### config.mk
export PLATFORM = sky130hd
export DESIGN_NAME = goertzel_bin_magnitude_core_flat
export DESIGN_NICKNAME = d
export VERILOG_FILES = /design/src/design/gbm_pkg.sv /design/src/design/gbm_ifs.sv /design/src/design/goertzel_bin_magnitude_core.sv /design/src/flat_wrapper.sv
export SDC_FILE = /design/constraint.sdc
export NUM_CORES = 2
export LEC_CHECK = 0
export ABC_AREA = 1
export BUFFER_PORTS_ARGS = -buffer_cell sky130_fd_sc_hd__buf_2
export CORE_MARGIN = 5
export CORE_UTILIZATION = 35
export CTS_CLUSTER_DIAMETER = 120
export DETAILED_ROUTE_END_ITERATION = 10
export HOLD_SLACK_MARGIN = 0.06
export SLEW_MARGIN = 20
export SYNTH_ARGS = -nofsm -noshare
export SYNTH_HDL_FRONTEND = slang
export SYNTH_SLANG_ARGS = --single-unit
### constraint.sdc
create_clock -name clk -period 12.2 [get_ports clk]
set_input_delay 2.44 -clock clk [delete_from_list [all_inputs] [get_ports clk]]
set_output_delay 2.44 -clock clk [all_outputs]
set_load 0.005 [all_outputs]
### src/design/gbm_pkg.sv
// Shared types and constants for the Goertzel bin magnitude core.
package gbm_pkg;

	// multiplier digit and fixed accumulator widths
	localparam int DIGIT_W = 32;
	localparam int ACC_W = 48;
	// c*s1 magnitude clamp point and the widths of the recursion sum
	localparam int PROD_CLAMP_LOG2 = 50;
	localparam int M_W = PROD_CLAMP_LOG2 + 1;
	localparam int S_W = M_W + 2;
	// square root: root bits, radicand bits, remainder bits
	localparam int RW = ACC_W + 1;
	localparam int TW = 2 * ACC_W + 2;
	localparam int REM_W = RW + 3;
	localparam int STEP_W = $clog2(RW);

	// last step of each product phase in the amplitude program
	localparam logic [STEP_W-1:0] STEP_T_LAST = STEP_W'(3);
	localparam logic [STEP_W-1:0] STEP_SQ_LAST = STEP_W'(11);
	localparam logic [STEP_W-1:0] STEP_CR_LAST = STEP_W'(14);

	// register index decoded from paddr[2]
	localparam logic REG_TWO_COS_COEF = 1'b0;

	typedef enum logic [11:0] {
		ST_IDLE  = 12'b0000_0000_0001,
		ST_MUL0  = 12'b0000_0000_0010,
		ST_MUL1  = 12'b0000_0000_0100,
		ST_DRAIN = 12'b0000_0000_1000,
		ST_UPD   = 12'b0000_0001_0000,
		ST_AMUL  = 12'b0000_0010_0000,
		ST_TCPY  = 12'b0000_0100_0000,
		ST_SHIFT = 12'b0000_1000_0000,
		ST_QFIN  = 12'b0001_0000_0000,
		ST_SQRT  = 12'b0010_0000_0000,
		ST_DIV   = 12'b0100_0000_0000,
		ST_FIN   = 12'b1000_0000_0000
	} state_t;

	// control that travels with a registered partial product
	typedef struct packed {
		logic       valid;
		logic [1:0] shift;
		logic       sub;
	} mac_ctl_t;

endpackage

### src/design/gbm_ifs.sv
// Valid/ready channel interfaces for samples and bin results.
interface gbm_sample_if #(
	parameter int SAMPLE_BITS = 16
);
	logic                          valid;
	logic                          ready;
	logic signed [SAMPLE_BITS-1:0] sample;
	logic                          last_sample;

	modport source(output valid, output sample, output last_sample, input ready);
	modport sink(input valid, input sample, input last_sample, output ready);
endinterface

interface gbm_result_if #(
	parameter int SAMPLE_BITS = 16
);
	logic                   valid;
	logic                   ready;
	logic [SAMPLE_BITS-1:0] bin_amplitude;
	logic                   saturated;

	modport source(output valid, output bin_amplitude, output saturated, input ready);
	modport sink(input valid, input bin_amplitude, input saturated, output ready);
endinterface

### src/design/goertzel_bin_magnitude_core.sv
// Goertzel single-bin detector: recursion, exact energy, square root and divide.
// Per sample: two 32x32 partial products of c*s1, a drain state, and an
// update state in which the next sample beat is taken.
// After a last sample: energy products, restoring square root, restoring
// divide by the sample count, then the result goes to the output slot.
// arst_n clears s1, s2, the count, the clip flag, the coefficient and the
// output slot at once; there is no clearing pass.
module goertzel_bin_magnitude_core #(
	parameter int MAX_BLOCK_LEN = 65536,
	parameter int SAMPLE_BITS = 16,
	parameter int COEF_FRAC_BITS = 16
) (
	input  logic        clk,
	input  logic        arst_n,
	input  logic        psel,
	input  logic        penable,
	input  logic        pwrite,
	input  logic [2:0]  paddr,
	input  logic [31:0] pwdata,
	output logic [31:0] prdata,
	output logic        pready,
	gbm_sample_if.sink  samples,
	gbm_result_if.source results
);
	import gbm_pkg::*;

	localparam int COEF_W = COEF_FRAC_BITS + 2;
	localparam int CNT_W = $clog2(MAX_BLOCK_LEN + 1);
	// energy accumulator: 2^F*(s1^2+s2^2) +- c*s1*s2 plus a sign bit
	localparam int Q_W = 2 * ACC_W + COEF_FRAC_BITS + 1;
	localparam int MB_W = Q_W - COEF_FRAC_BITS;
	localparam logic [Q_W-1:0] ROUND_C = Q_W'(1) << (COEF_FRAC_BITS - 1);
	localparam logic [MB_W-1:0] PROD_CLAMP = MB_W'(1) << PROD_CLAMP_LOG2;
	localparam logic [CNT_W-1:0] CNT_MAX = CNT_W'(MAX_BLOCK_LEN);

	// block state
	logic signed [ACC_W-1:0]  s1_q, s2_q;
	logic [CNT_W-1:0]         cnt_q;
	logic                     ovf_q;
	logic [COEF_W-1:0]        coef_q;
	logic [COEF_W-1:0]        cmag_q;
	logic signed [SAMPLE_BITS-1:0] x_q;
	logic                     last_q;
	state_t                   state_q;

	// shared multiplier and its accumulator
	logic [DIGIT_W-1:0]       op_a, op_b;
	logic [2*DIGIT_W-1:0]     prod_c, prod_s1;
	mac_ctl_t                 mac_c, mac_s1;
	logic [Q_W-1:0]           acc_q, acc_sum, prod_sh;
	logic [3*DIGIT_W-1:0]     t_q;
	logic [STEP_W-1:0]        step_q;

	// shared compare-subtract for sqrt and divide
	logic [TW-1:0]            rad_q;
	logic [REM_W-1:0]         rem_q, lhs_c, rhs_c, diff_c;
	logic [RW-1:0]            root_q;
	logic                     borrow_c, ge_c;

	// output slot
	logic                     out_valid_q;
	logic [SAMPLE_BITS-1:0]   amp_q;
	logic                     sat_q;

	logic                     cfg_wr, in_beat, out_free;
	logic [ACC_W-1:0]         a1, a2;
	logic [2*DIGIT_W-1:0]     a1x, a2x;
	logic [DIGIT_W-1:0]       cmagx;
	logic                     prod_neg, cr_neg;
	logic [MB_W-1:0]          m_big;
	logic [M_W-1:0]           m_c;
	logic signed [S_W-1:0]    x_ext, s2_ext, m_ext, sum_c;
	logic                     fits_c;
	logic [ACC_W-1:0]         s0_c;
	logic [Q_W-1:0]           q_pos;
	logic [CNT_W-1:0]         n_c;
	logic                     amp_clip;

	// APB register: single writable coefficient, no wait states
	assign pready = 1'b1;
	assign cfg_wr = psel & penable & pwrite & pready & (paddr[2] == REG_TWO_COS_COEF);
	assign prdata = (paddr[2] == REG_TWO_COS_COEF) ?
		{{(32 - COEF_W){coef_q[COEF_W-1]}}, coef_q} : 32'd0;

	// a sample beat is taken when idle, or in the update cycle of a non-last sample
	assign samples.ready = (state_q == ST_IDLE) || ((state_q == ST_UPD) && !last_q);
	assign in_beat = samples.valid & samples.ready;

	assign results.valid = out_valid_q;
	assign results.bin_amplitude = amp_q;
	assign results.saturated = sat_q;
	assign out_free = !out_valid_q || results.ready;

	// magnitudes split into 32-bit digits
	assign a1 = s1_q[ACC_W-1] ? ACC_W'(-s1_q) : ACC_W'(s1_q);
	assign a2 = s2_q[ACC_W-1] ? ACC_W'(-s2_q) : ACC_W'(s2_q);
	assign a1x = {{(2 * DIGIT_W - ACC_W){1'b0}}, a1};
	assign a2x = {{(2 * DIGIT_W - ACC_W){1'b0}}, a2};
	assign cmagx = {{(DIGIT_W - COEF_W){1'b0}}, cmag_q};
	assign prod_neg = coef_q[COEF_W-1] ^ s1_q[ACC_W-1];
	assign cr_neg = prod_neg ^ s2_q[ACC_W-1];

	// operand select: recursion uses c*|s1|; the energy program runs
	// |s1|*|s2| into t, then |s1|^2+|s2|^2, then c*t
	always_comb begin
		op_a = '0;
		op_b = '0;
		mac_c = '0;
		unique case (state_q)
			ST_MUL0: begin
				op_a = cmagx;
				op_b = a1x[DIGIT_W-1:0];
				mac_c.valid = 1'b1;
			end
			ST_MUL1: begin
				op_a = cmagx;
				op_b = a1x[2*DIGIT_W-1:DIGIT_W];
				mac_c.valid = 1'b1;
				mac_c.shift = 2'd1;
			end
			ST_AMUL: begin
				mac_c.valid = 1'b1;
				case (step_q)
					STEP_W'(0): begin
						op_a = a1x[DIGIT_W-1:0];
						op_b = a2x[DIGIT_W-1:0];
					end
					STEP_W'(1): begin
						op_a = a1x[DIGIT_W-1:0];
						op_b = a2x[2*DIGIT_W-1:DIGIT_W];
						mac_c.shift = 2'd1;
					end
					STEP_W'(2): begin
						op_a = a1x[2*DIGIT_W-1:DIGIT_W];
						op_b = a2x[DIGIT_W-1:0];
						mac_c.shift = 2'd1;
					end
					STEP_W'(3): begin
						op_a = a1x[2*DIGIT_W-1:DIGIT_W];
						op_b = a2x[2*DIGIT_W-1:DIGIT_W];
						mac_c.shift = 2'd2;
					end
					STEP_W'(4): begin
						op_a = a1x[DIGIT_W-1:0];
						op_b = a1x[DIGIT_W-1:0];
					end
					STEP_W'(5), STEP_W'(6): begin
						op_a = a1x[DIGIT_W-1:0];
						op_b = a1x[2*DIGIT_W-1:DIGIT_W];
						mac_c.shift = 2'd1;
					end
					STEP_W'(7): begin
						op_a = a1x[2*DIGIT_W-1:DIGIT_W];
						op_b = a1x[2*DIGIT_W-1:DIGIT_W];
						mac_c.shift = 2'd2;
					end
					STEP_W'(8): begin
						op_a = a2x[DIGIT_W-1:0];
						op_b = a2x[DIGIT_W-1:0];
					end
					STEP_W'(9), STEP_W'(10): begin
						op_a = a2x[DIGIT_W-1:0];
						op_b = a2x[2*DIGIT_W-1:DIGIT_W];
						mac_c.shift = 2'd1;
					end
					STEP_W'(11): begin
						op_a = a2x[2*DIGIT_W-1:DIGIT_W];
						op_b = a2x[2*DIGIT_W-1:DIGIT_W];
						mac_c.shift = 2'd2;
					end
					STEP_W'(12): begin
						op_a = cmagx;
						op_b = t_q[DIGIT_W-1:0];
						mac_c.sub = !cr_neg;
					end
					STEP_W'(13): begin
						op_a = cmagx;
						op_b = t_q[2*DIGIT_W-1:DIGIT_W];
						mac_c.shift = 2'd1;
						mac_c.sub = !cr_neg;
					end
					STEP_W'(14): begin
						op_a = cmagx;
						op_b = t_q[3*DIGIT_W-1:2*DIGIT_W];
						mac_c.shift = 2'd2;
						mac_c.sub = !cr_neg;
					end
					default: begin
						mac_c.valid = 1'b0;
					end
				endcase
			end
			default: begin
				op_a = '0;
			end
		endcase
	end

	assign prod_c = op_a * op_b;

	// accumulate the registered partial product in the cycle after issue
	always_comb begin
		case (mac_s1.shift)
			2'd1: prod_sh = Q_W'(prod_s1) << DIGIT_W;
			2'd2: prod_sh = Q_W'(prod_s1) << (2 * DIGIT_W);
			default: prod_sh = Q_W'(prod_s1);
		endcase
		if (!mac_s1.valid) begin
			acc_sum = acc_q;
		end else if (mac_s1.sub) begin
			acc_sum = acc_q - prod_sh;
		end else begin
			acc_sum = acc_q + prod_sh;
		end
	end

	// recursion update: s0 = x + round(c*s1) - s2, saturated to 48 bits
	assign m_big = acc_q[Q_W-1:COEF_FRAC_BITS];
	assign m_c = (m_big > PROD_CLAMP) ? M_W'(PROD_CLAMP) : m_big[M_W-1:0];
	assign x_ext = {{(S_W - SAMPLE_BITS){x_q[SAMPLE_BITS-1]}}, x_q};
	assign s2_ext = {{(S_W - ACC_W){s2_q[ACC_W-1]}}, s2_q};
	assign m_ext = {{(S_W - M_W){1'b0}}, m_c};
	assign sum_c = x_ext + (prod_neg ? -m_ext : m_ext) - s2_ext;
	assign fits_c = (sum_c[S_W-1:ACC_W-1] == '0) || (sum_c[S_W-1:ACC_W-1] == '1);
	always_comb begin
		if (fits_c) begin
			s0_c = sum_c[ACC_W-1:0];
		end else if (sum_c[S_W-1]) begin
			s0_c = {1'b1, {(ACC_W - 1){1'b0}}};
		end else begin
			s0_c = {1'b0, {(ACC_W - 1){1'b1}}};
		end
	end

	// negative energy only from rounding-free exact arithmetic edge cases
	assign q_pos = acc_sum[Q_W-1] ? '0 : acc_sum;
	assign n_c = (cnt_q == '0) ? CNT_W'(1) : cnt_q;

	// one compare-subtract: restoring sqrt, then restoring divide by n
	always_comb begin
		if (state_q == ST_SQRT) begin
			lhs_c = {rem_q[REM_W-3:0], rad_q[TW-1:TW-2]};
			rhs_c = {{(REM_W - RW - 2){1'b0}}, root_q, 2'b01};
		end else begin
			lhs_c = {rem_q[REM_W-2:0], root_q[RW-1]};
			rhs_c = {{(REM_W - CNT_W){1'b0}}, n_c};
		end
		{borrow_c, diff_c} = {1'b0, lhs_c} - {1'b0, rhs_c};
		ge_c = !borrow_c;
	end

	assign amp_clip = |root_q[RW-1:SAMPLE_BITS];

	// multiplier pipeline register
	always_ff @(posedge clk or negedge arst_n) begin
		if (!arst_n) begin
			mac_s1 <= '0;
		end else begin
			mac_s1 <= mac_c;
		end
	end

	always_ff @(posedge clk) begin
		prod_s1 <= prod_c;
	end

	// coefficient register
	always_ff @(posedge clk or negedge arst_n) begin
		if (!arst_n) begin
			coef_q <= '0;
			cmag_q <= '0;
		end else if (cfg_wr) begin
			coef_q <= pwdata[COEF_W-1:0];
			cmag_q <= pwdata[COEF_W-1] ? -pwdata[COEF_W-1:0] : pwdata[COEF_W-1:0];
		end
	end

	// sequencer and block state
	always_ff @(posedge clk or negedge arst_n) begin
		if (!arst_n) begin
			state_q <= ST_IDLE;
			s1_q <= '0;
			s2_q <= '0;
			cnt_q <= '0;
			ovf_q <= 1'b0;
			out_valid_q <= 1'b0;
		end else begin
			if (results.valid && results.ready) begin
				out_valid_q <= 1'b0;
			end
			unique case (state_q)
				ST_IDLE: begin
					if (in_beat) begin
						state_q <= ST_MUL0;
					end
				end
				ST_MUL0: state_q <= ST_MUL1;
				ST_MUL1: state_q <= ST_DRAIN;
				ST_DRAIN: state_q <= ST_UPD;
				ST_UPD: begin
					s1_q <= s0_c;
					s2_q <= s1_q;
					if (!fits_c) begin
						ovf_q <= 1'b1;
					end
					if (cnt_q < CNT_MAX) begin
						cnt_q <= cnt_q + CNT_W'(1);
					end else begin
						ovf_q <= 1'b1;
					end
					if (last_q) begin
						state_q <= ST_AMUL;
					end else if (in_beat) begin
						state_q <= ST_MUL0;
					end else begin
						state_q <= ST_IDLE;
					end
				end
				ST_AMUL: begin
					if (step_q == STEP_T_LAST) begin
						state_q <= ST_TCPY;
					end else if (step_q == STEP_SQ_LAST) begin
						state_q <= ST_SHIFT;
					end else if (step_q == STEP_CR_LAST) begin
						state_q <= ST_QFIN;
					end
				end
				ST_TCPY: state_q <= ST_AMUL;
				ST_SHIFT: state_q <= ST_AMUL;
				ST_QFIN: state_q <= ST_SQRT;
				ST_SQRT: begin
					if (step_q == STEP_W'(RW - 1)) begin
						state_q <= ST_DIV;
					end
				end
				ST_DIV: begin
					if (step_q == STEP_W'(RW - 1)) begin
						state_q <= ST_FIN;
					end
				end
				ST_FIN: begin
					if (out_free) begin
						out_valid_q <= 1'b1;
						s1_q <= '0;
						s2_q <= '0;
						cnt_q <= '0;
						ovf_q <= 1'b0;
						state_q <= ST_IDLE;
					end
				end
				default: state_q <= ST_IDLE;
			endcase
		end
	end

	// datapath registers
	always_ff @(posedge clk) begin
		acc_q <= acc_sum;
		if (in_beat) begin
			x_q <= samples.sample;
			last_q <= samples.last_sample;
			// rounding constant for c*s1 goes in ahead of the products
			acc_q <= ROUND_C;
		end
		unique case (state_q)
			ST_UPD: begin
				if (last_q) begin
					acc_q <= '0;
					step_q <= '0;
				end
			end
			ST_AMUL: begin
				step_q <= step_q + STEP_W'(1);
			end
			ST_TCPY: begin
				t_q <= acc_sum[3*DIGIT_W-1:0];
				acc_q <= '0;
			end
			ST_SHIFT: begin
				acc_q <= acc_sum << COEF_FRAC_BITS;
			end
			ST_QFIN: begin
				// radicand = floor(4Q / 2^F)
				rad_q <= q_pos[Q_W-2 -: TW];
				rem_q <= '0;
				root_q <= '0;
				step_q <= '0;
			end
			ST_SQRT: begin
				rad_q <= rad_q << 2;
				rem_q <= ge_c ? diff_c : lhs_c;
				root_q <= {root_q[RW-2:0], ge_c};
				step_q <= step_q + STEP_W'(1);
				if (step_q == STEP_W'(RW - 1)) begin
					rem_q <= '0;
					step_q <= '0;
				end
			end
			ST_DIV: begin
				// dividend shifts out of root_q while the quotient shifts in
				rem_q <= ge_c ? diff_c : lhs_c;
				root_q <= {root_q[RW-2:0], ge_c};
				step_q <= step_q + STEP_W'(1);
			end
			ST_FIN: begin
				if (out_free) begin
					amp_q <= amp_clip ? '1 : root_q[SAMPLE_BITS-1:0];
					sat_q <= amp_clip | ovf_q;
				end
			end
			default: begin
				step_q <= step_q;
			end
		endcase
	end

endmodule

### src/flat_wrapper.sv
// flat-port wrapper written by rule: the top's interface ports become plain ports
module goertzel_bin_magnitude_core_flat import gbm_pkg::*;
#(
	parameter int MAX_BLOCK_LEN = 65536,
	parameter int SAMPLE_BITS = 16,
	parameter int COEF_FRAC_BITS = 16
)
  (clk, arst_n, psel, penable, pwrite, paddr, pwdata, prdata, pready, samples_valid, samples_sample, samples_last_sample, samples_ready, results_valid, results_bin_amplitude, results_saturated, results_ready);
  gbm_sample_if #(.SAMPLE_BITS(SAMPLE_BITS)) samples_i ();
  gbm_result_if #(.SAMPLE_BITS(SAMPLE_BITS)) results_i ();
  input  logic clk;
  input  logic arst_n;
  input  logic psel;
  input  logic penable;
  input  logic pwrite;
  input  logic [2:0] paddr;
  input  logic [31:0] pwdata;
  output logic [31:0] prdata;
  output logic pready;
  input wire logic [$bits(samples_i.valid)-1:0] samples_valid;
  input wire logic [$bits(samples_i.sample)-1:0] samples_sample;
  input wire logic [$bits(samples_i.last_sample)-1:0] samples_last_sample;
  output wire logic [$bits(samples_i.ready)-1:0] samples_ready;
  output wire logic [$bits(results_i.valid)-1:0] results_valid;
  output wire logic [$bits(results_i.bin_amplitude)-1:0] results_bin_amplitude;
  output wire logic [$bits(results_i.saturated)-1:0] results_saturated;
  input wire logic [$bits(results_i.ready)-1:0] results_ready;
  assign samples_i.valid = samples_valid;
  assign samples_i.sample = samples_sample;
  assign samples_i.last_sample = samples_last_sample;
  assign samples_ready = samples_i.ready;
  assign results_valid = results_i.valid;
  assign results_bin_amplitude = results_i.bin_amplitude;
  assign results_saturated = results_i.saturated;
  assign results_i.ready = results_ready;
  goertzel_bin_magnitude_core #(.MAX_BLOCK_LEN(MAX_BLOCK_LEN), .SAMPLE_BITS(SAMPLE_BITS), .COEF_FRAC_BITS(COEF_FRAC_BITS)) u_core (.clk(clk), .arst_n(arst_n), .psel(psel), .penable(penable), .pwrite(pwrite), .paddr(paddr), .pwdata(pwdata), .prdata(prdata), .pready(pready), .samples(samples_i), .results(results_i));
endmodule
* Yosys cells after proc, flatten, opt, wreduce, memory -nomap -nowiden
Cells that the tools add are included.
Cells by class: equal/unequal tests 38, magnitude comparators 2, multiply operators 1, mux-type cells 59, bitwise gates (word level) 8, reduce and logical (&&, ||, !) cells 38, $add $sub $neg 11
Operators by type and width (count):
- $mux W113 | 4
- $pmux W113 S3 | 1
- $mux W48 | 5
- $pmux W113 S2 | 1
- $pmux W32 S7 | 1
- $mux W51 | 4
- $pmux W98 S2 | 1
- $pmux W48 S2 | 2
- $pmux W32 S5 | 1
- $pmux W51 S3 | 1
- $pmux W12 S11 | 1
- $add A113 B113 Y113 | 1
- $sub A113 B113 Y113 | 1
- $mux W112 | 1
- $pmux W49 S2 | 1
- $gt A97 B51 Y1 const B | 1
- $mux W12 | 8
- $neg A48 Y48 | 2
- $pmux W32 S3 | 1
- $mul A32 B32 Y64 | 1
- $pmux W32 S2 | 1
- $add A16 B53 Y53 | 1
- $mux W53 | 1
- $neg A51 Y53 | 1
- 62 further kinds | 114
Word-level totals: bits in registers 678, input port bits 59, output and inout port bits 52

* Longest topological paths before layout
depth after elaboration 11, depth in mapped cells 51

* Worst setup path before layout
No wires, ideal clock.
path type flip-flop to flip-flop, start register u_core.state_q[2], end register u_core.acc_q[68], setup time 0.141 ns, path buffers 2, stages on the path, launching flop included 15, data arrival time 11.020 ns, period minus slack after synthesis 11.162 ns, required time 12.059 ns, setup slack 1.038 ns, path through dfrtp_1 > inv_1 > nand2_1 > nor2_1 > inv_1 > nor2_1 > inv_2 > nor4_1 > nor2_1 > nand2_1 > nor2_1 > clkbuf_1 > clkbuf_1 > nand2_1 > o221ai_1
Between the ends: word-level cells in the longest chain between the ends 7
Ends and longest elaborated chain:
- from (decl) | line goertzel_bin_magnitude_core.sv:44 | state_t state_q;
- from (signal assigned) | line goertzel_bin_magnitude_core.sv:281 | state_q <= ST_IDLE;
- from (signal assigned) | line goertzel_bin_magnitude_core.sv:294 | state_q <= ST_MUL0;
- from (signal assigned) | line goertzel_bin_magnitude_core.sv:297 | ST_MUL0: state_q <= ST_MUL1;
- $eq A12 B5 Y1 | line goertzel_bin_magnitude_core.sv:86, goertzel_bin_magnitude_core.sv:365
- $logic_and A1 B1 Y1 | line goertzel_bin_magnitude_core.sv:86 | assign samples.ready = (state_q == ST_IDLE) || ((state_q == ST_UPD) && !last_q);
- $logic_or A1 B1 Y1 | line goertzel_bin_magnitude_core.sv:86
- $and A1 B1 Y1 | line goertzel_bin_magnitude_core.sv:87 | assign in_beat = samples.valid & samples.ready;
- $mux W113 | line goertzel_bin_magnitude_core.sv:359 | if (in_beat) begin
- $mux W113 | line goertzel_bin_magnitude_core.sv:367 | if (last_q) begin
- $pmux W113 S3 (*) | line goertzel_bin_magnitude_core.sv:365 | unique case (state_q)
- to (signal assigned) | line goertzel_bin_magnitude_core.sv:358 | acc_q <= acc_sum;
- to (signal assigned) | line goertzel_bin_magnitude_core.sv:380 | acc_q <= acc_sum << COEF_FRAC_BITS;
- to (decl) | line goertzel_bin_magnitude_core.sv:50 | logic [Q_W-1:0] acc_q, acc_sum, prod_sh;
Every way passes the cells marked *; elsewhere a longest branch is shown, timed or not. A chain may end at the register's enable or synchronous reset.

* Worst setup path after layout
start register u_core.s1_q[0], end register u_core.prod_s1[63]
Between the ends: word-level cells in the longest chain between the ends 5
Ends and longest elaborated chain:
- from (decl) | line goertzel_bin_magnitude_core.sv:37 | logic signed [ACC_W-1:0] s1_q, s2_q;
- from (signal assigned) | line goertzel_bin_magnitude_core.sv:282 | s1_q <= '0;
- from (signal assigned) | line goertzel_bin_magnitude_core.sv:301 | s1_q <= s0_c;
- from (signal assigned) | line goertzel_bin_magnitude_core.sv:344 | s1_q <= '0;
- $neg A48 Y48 | line goertzel_bin_magnitude_core.sv:95 | assign a1 = s1_q[ACC_W-1] ? ACC_W'(-s1_q) : ACC_W'(s1_q);
- $mux W48 (*) | line goertzel_bin_magnitude_core.sv:95
- $pmux W32 S7 / $pmux W32 S5 (equally long branches) | line goertzel_bin_magnitude_core.sv:123 | case (step_q)
- $pmux W32 S3 / $pmux W32 S2 (equally long branches) | line goertzel_bin_magnitude_core.sv:109 | unique case (state_q)
- $mul A32 B32 Y64 (*) | line goertzel_bin_magnitude_core.sv:199 | assign prod_c = op_a * op_b;
- net u_core.prod_c[63] | line goertzel_bin_magnitude_core.sv:48 | logic [2*DIGIT_W-1:0] prod_c, prod_s1;
- to (signal assigned) | line goertzel_bin_magnitude_core.sv:264 | prod_s1 <= prod_c;
- to (decl) | line goertzel_bin_magnitude_core.sv:48
The timed path passes the listed nets; every way through them passes the cells marked *.

==> run metrics <==
Yosys Warn Count 0; Hold Vio Cnt, Final 0; CP dominant cell by count fa_1; most frequent cell after synthesis nand2_1; CP startpoint u_core.s1_q[0]$_DFFE_PN0P_; GRT Total Usage 0.263; Core Region 252000 sq um; post-synthesis sequential area ratio 0.200; reg2reg start u_core.s1_q[0]$_DFFE_PN0P_; aggregate routed wire length roughly 360 mm; synth top area cells fa_1 21%, nand2_1 12%, edfxtp_1 11%; asr flop ratio synth 0.245; cell area after synthesis 88600 sq um; layout cells sized above 1 0.0508; post-synth top area share 0.215; Setup Buffers After CTS 0; CP startpoint kind register; CTS clk-pin slew, worst paths ~0.06 ns; Setup Skew approximately 0.026 ns; starting density of the core 0.352; clock sink total slightly below 700; Period minus WS final between 10 and 15 ns; CP endpoint kind register; Syn-to-layout area delta 8.12%; final setup vio count 0; H-tree depth 3; area of the multi-input gates between 50000 and 60000 sq um; WHS 0.447 ns; Synth top cells by count 2773 x nand2_1, 2364 x inv_1, 1196 x nor2_1; Hold WC Path Type register to register; DP HPWL roughly 290 mm; number of global-route vias before repair ~79000; input/output buffers 93; overall power between 0.02 and 0.03 W; Reg area about 18000 sq um; largest net degree at the start of global routing 104; Slew HR 0.215; fin nets 13597; fin area 95800 sq um; syn_area_per_cell ~7.3 sq um; Die Wd 513 um; GP Congestion approximately 1.0; min-delay src u_core.state_q[2]$_DFFE_PN0P_; #FFs+latches synth roughly 680; Die Span Y about 510 um; clk buf depth 3; Routed Antenna Nets 0; drt drc 0; Tcrit/Tclk final 0.926; first-pass GRT wire length 520 mm; Synthesized Nets between 10000 and 15000; cts bufs inserted 81; DR WL/cell 23.0 um; # hold bufs at CTS 0; CTS Root Cell clkbuf_16; Leakage Power 47.1 nW; Worst Path Required approximately 13 ns; CP max stage delay around 0.63 ns; top_reg_cell synth edfxtp_1; drt pass-1 iters 7; Critical-path top delay cell clkinv_1; Worst-Margin Slew ~1.2 ns; area leader, netlist fa_1; PostCTS Resize Cnt 0; Remaining Overflow, GRT 0; fmax 88.5 MHz; RSZ-0062 raised after global routing no; Final Max Tran Viols 0; # rows 184; outcome completed; final core utilization 0.381; initial antenna violation count 3; via count slightly above 80000; Filler Cell Count roughly 27000; number of synthesized flops with an enable pin around 330; Crit Path Class register to register; power per cell area around 300 nW/um^2; die area approximately 260000 sq um; max-cap viol count 0; Top Ports between 100 and 150; Area after DPL slightly above 90000 sq um; Peak supply drop about 0.27 mV; Detailed Route Iter0 Violations 9764; worst skew pair latency a little under 0.7 ns; TNS Setup 0 ns; number of unique standard cell types used by synthesis 76; Via-to-Cell Ratio about 5.3; Syn Inst Count between 10000 and 15000; Worst Path Arrival approximately 12 ns; TritonCTS clock tree built; critical path fanouts, max 9
where the power goes:
part | total [W] | internal (W) | switching (W)
Combinational | 0.0226 | 0.00612 | 0.0165
Sequential | 0.00364 | 0.00306 | 0.000581
Clock | 0.00248 | 0.00143 | 0.00105
cells by family after synthesis:
group,share of synthesized area
AND/OR/NAND/NOR,0.216
buffers and inverters,0.125
AO/OA/AOI/OAI,0.129
adder cells (fa/ha/maj),0.284
flip-flops,0.200
XOR/XNOR,0.0451
other,0.0000423
multiplexers,0.000113
flip-flops by register name (all words and copies together), names as in the netlist, 4 cells and up:
register,count
u_core.acc_q,113
u_core.cmag_q,18
u_core.cnt_q,17
u_core.coef_q,17
u_core.mac_s1,4
u_core.prod_s1,64
u_core.rad_q,98
u_core.rem_q,51
u_core.results.bin_amplitude,16
u_core.root_q,49
u_core.s1_q,48
u_core.s2_q,48
u_core.state_q,12
u_core.step_q,6
u_core.t_q,96
u_core.x_q,16
worst paths after layout:
path | end | slack [ns] | cells past startpoint
max reg2reg | u_core.prod_s1[63]$_DFF_P_ | 0.90 | 39
min | u_core.state_q[4]$_DFFE_PN0P_ | 0.45 | 1
max in group asynchronous | u_core.s2_q[33]$_DFFE_PN0P_ | 8.88 | 3
min reg2reg | u_core.state_q[4]$_DFFE_PN0P_ | 0.45 | 1
min in group asynchronous | u_core.s1_q[15]$_DFFE_PN0P_ | 1.65 | 1
max | u_core.prod_s1[63]$_DFF_P_ | 0.90 | 39
layout make-up:
cell class                      instances  share of cell area
Clock buffer                          108              0.0234
Tap cell                             3348              0.0437
Clock inverter                         43             0.00457
Multi-Input combinational cell       8622               0.626
Inverter                             2404              0.0943
Sequential cell                       677               0.185
Timing Repair Buffer                  310              0.0222
Antenna cell                            6            0.000157
layout by cell type (no fill, tap or decap), drive strengths merged, types with 314 or more instances in the layout:
master	instances
nor2	1217
a21oi	687
ha	492
inv	2401
nand2	2791
fa	950
xor2	314
o21ai	756
edfxtp	334
nand3	329
routing by layer:
layer  up-vias  track usage  share of wire
met1     40100        0.371           0.43
li1      38054            -              -
met5         -            0       0.000039
met3       675       0.0460          0.096
met2      4050        0.387           0.42
met4         2        0.130          0.061
worst max-delay path, delay by kind of cell (launching register included):
| family | cells | cell delay, ns |
|---|---|---|
| simple gates | 11 | 1.73 |
| fa+ha+maj | 9 | 4.51 |
| flops | 1 | 0.42 |
| compound gates | 9 | 2.46 |
| buf+inv | 8 | 1.24 |
| xor+xnor | 2 | 0.75 |
through the flow:
| stage | cells | worst slack [ns] |
|---|---|---|
| 2_1_floorplan | 12127 | 1.04 |
| 3_5_place_dp | 15360 | 1.29 |
| 4_1_cts | 15511 | 1.22 |
| 5_1_grt | 15512 | 0.517 |
| 3_3_place_gp | 15360 | 1.29 |
| 6_report | 15518 | 0.905 |
Power figures use the tool's default switching activity.
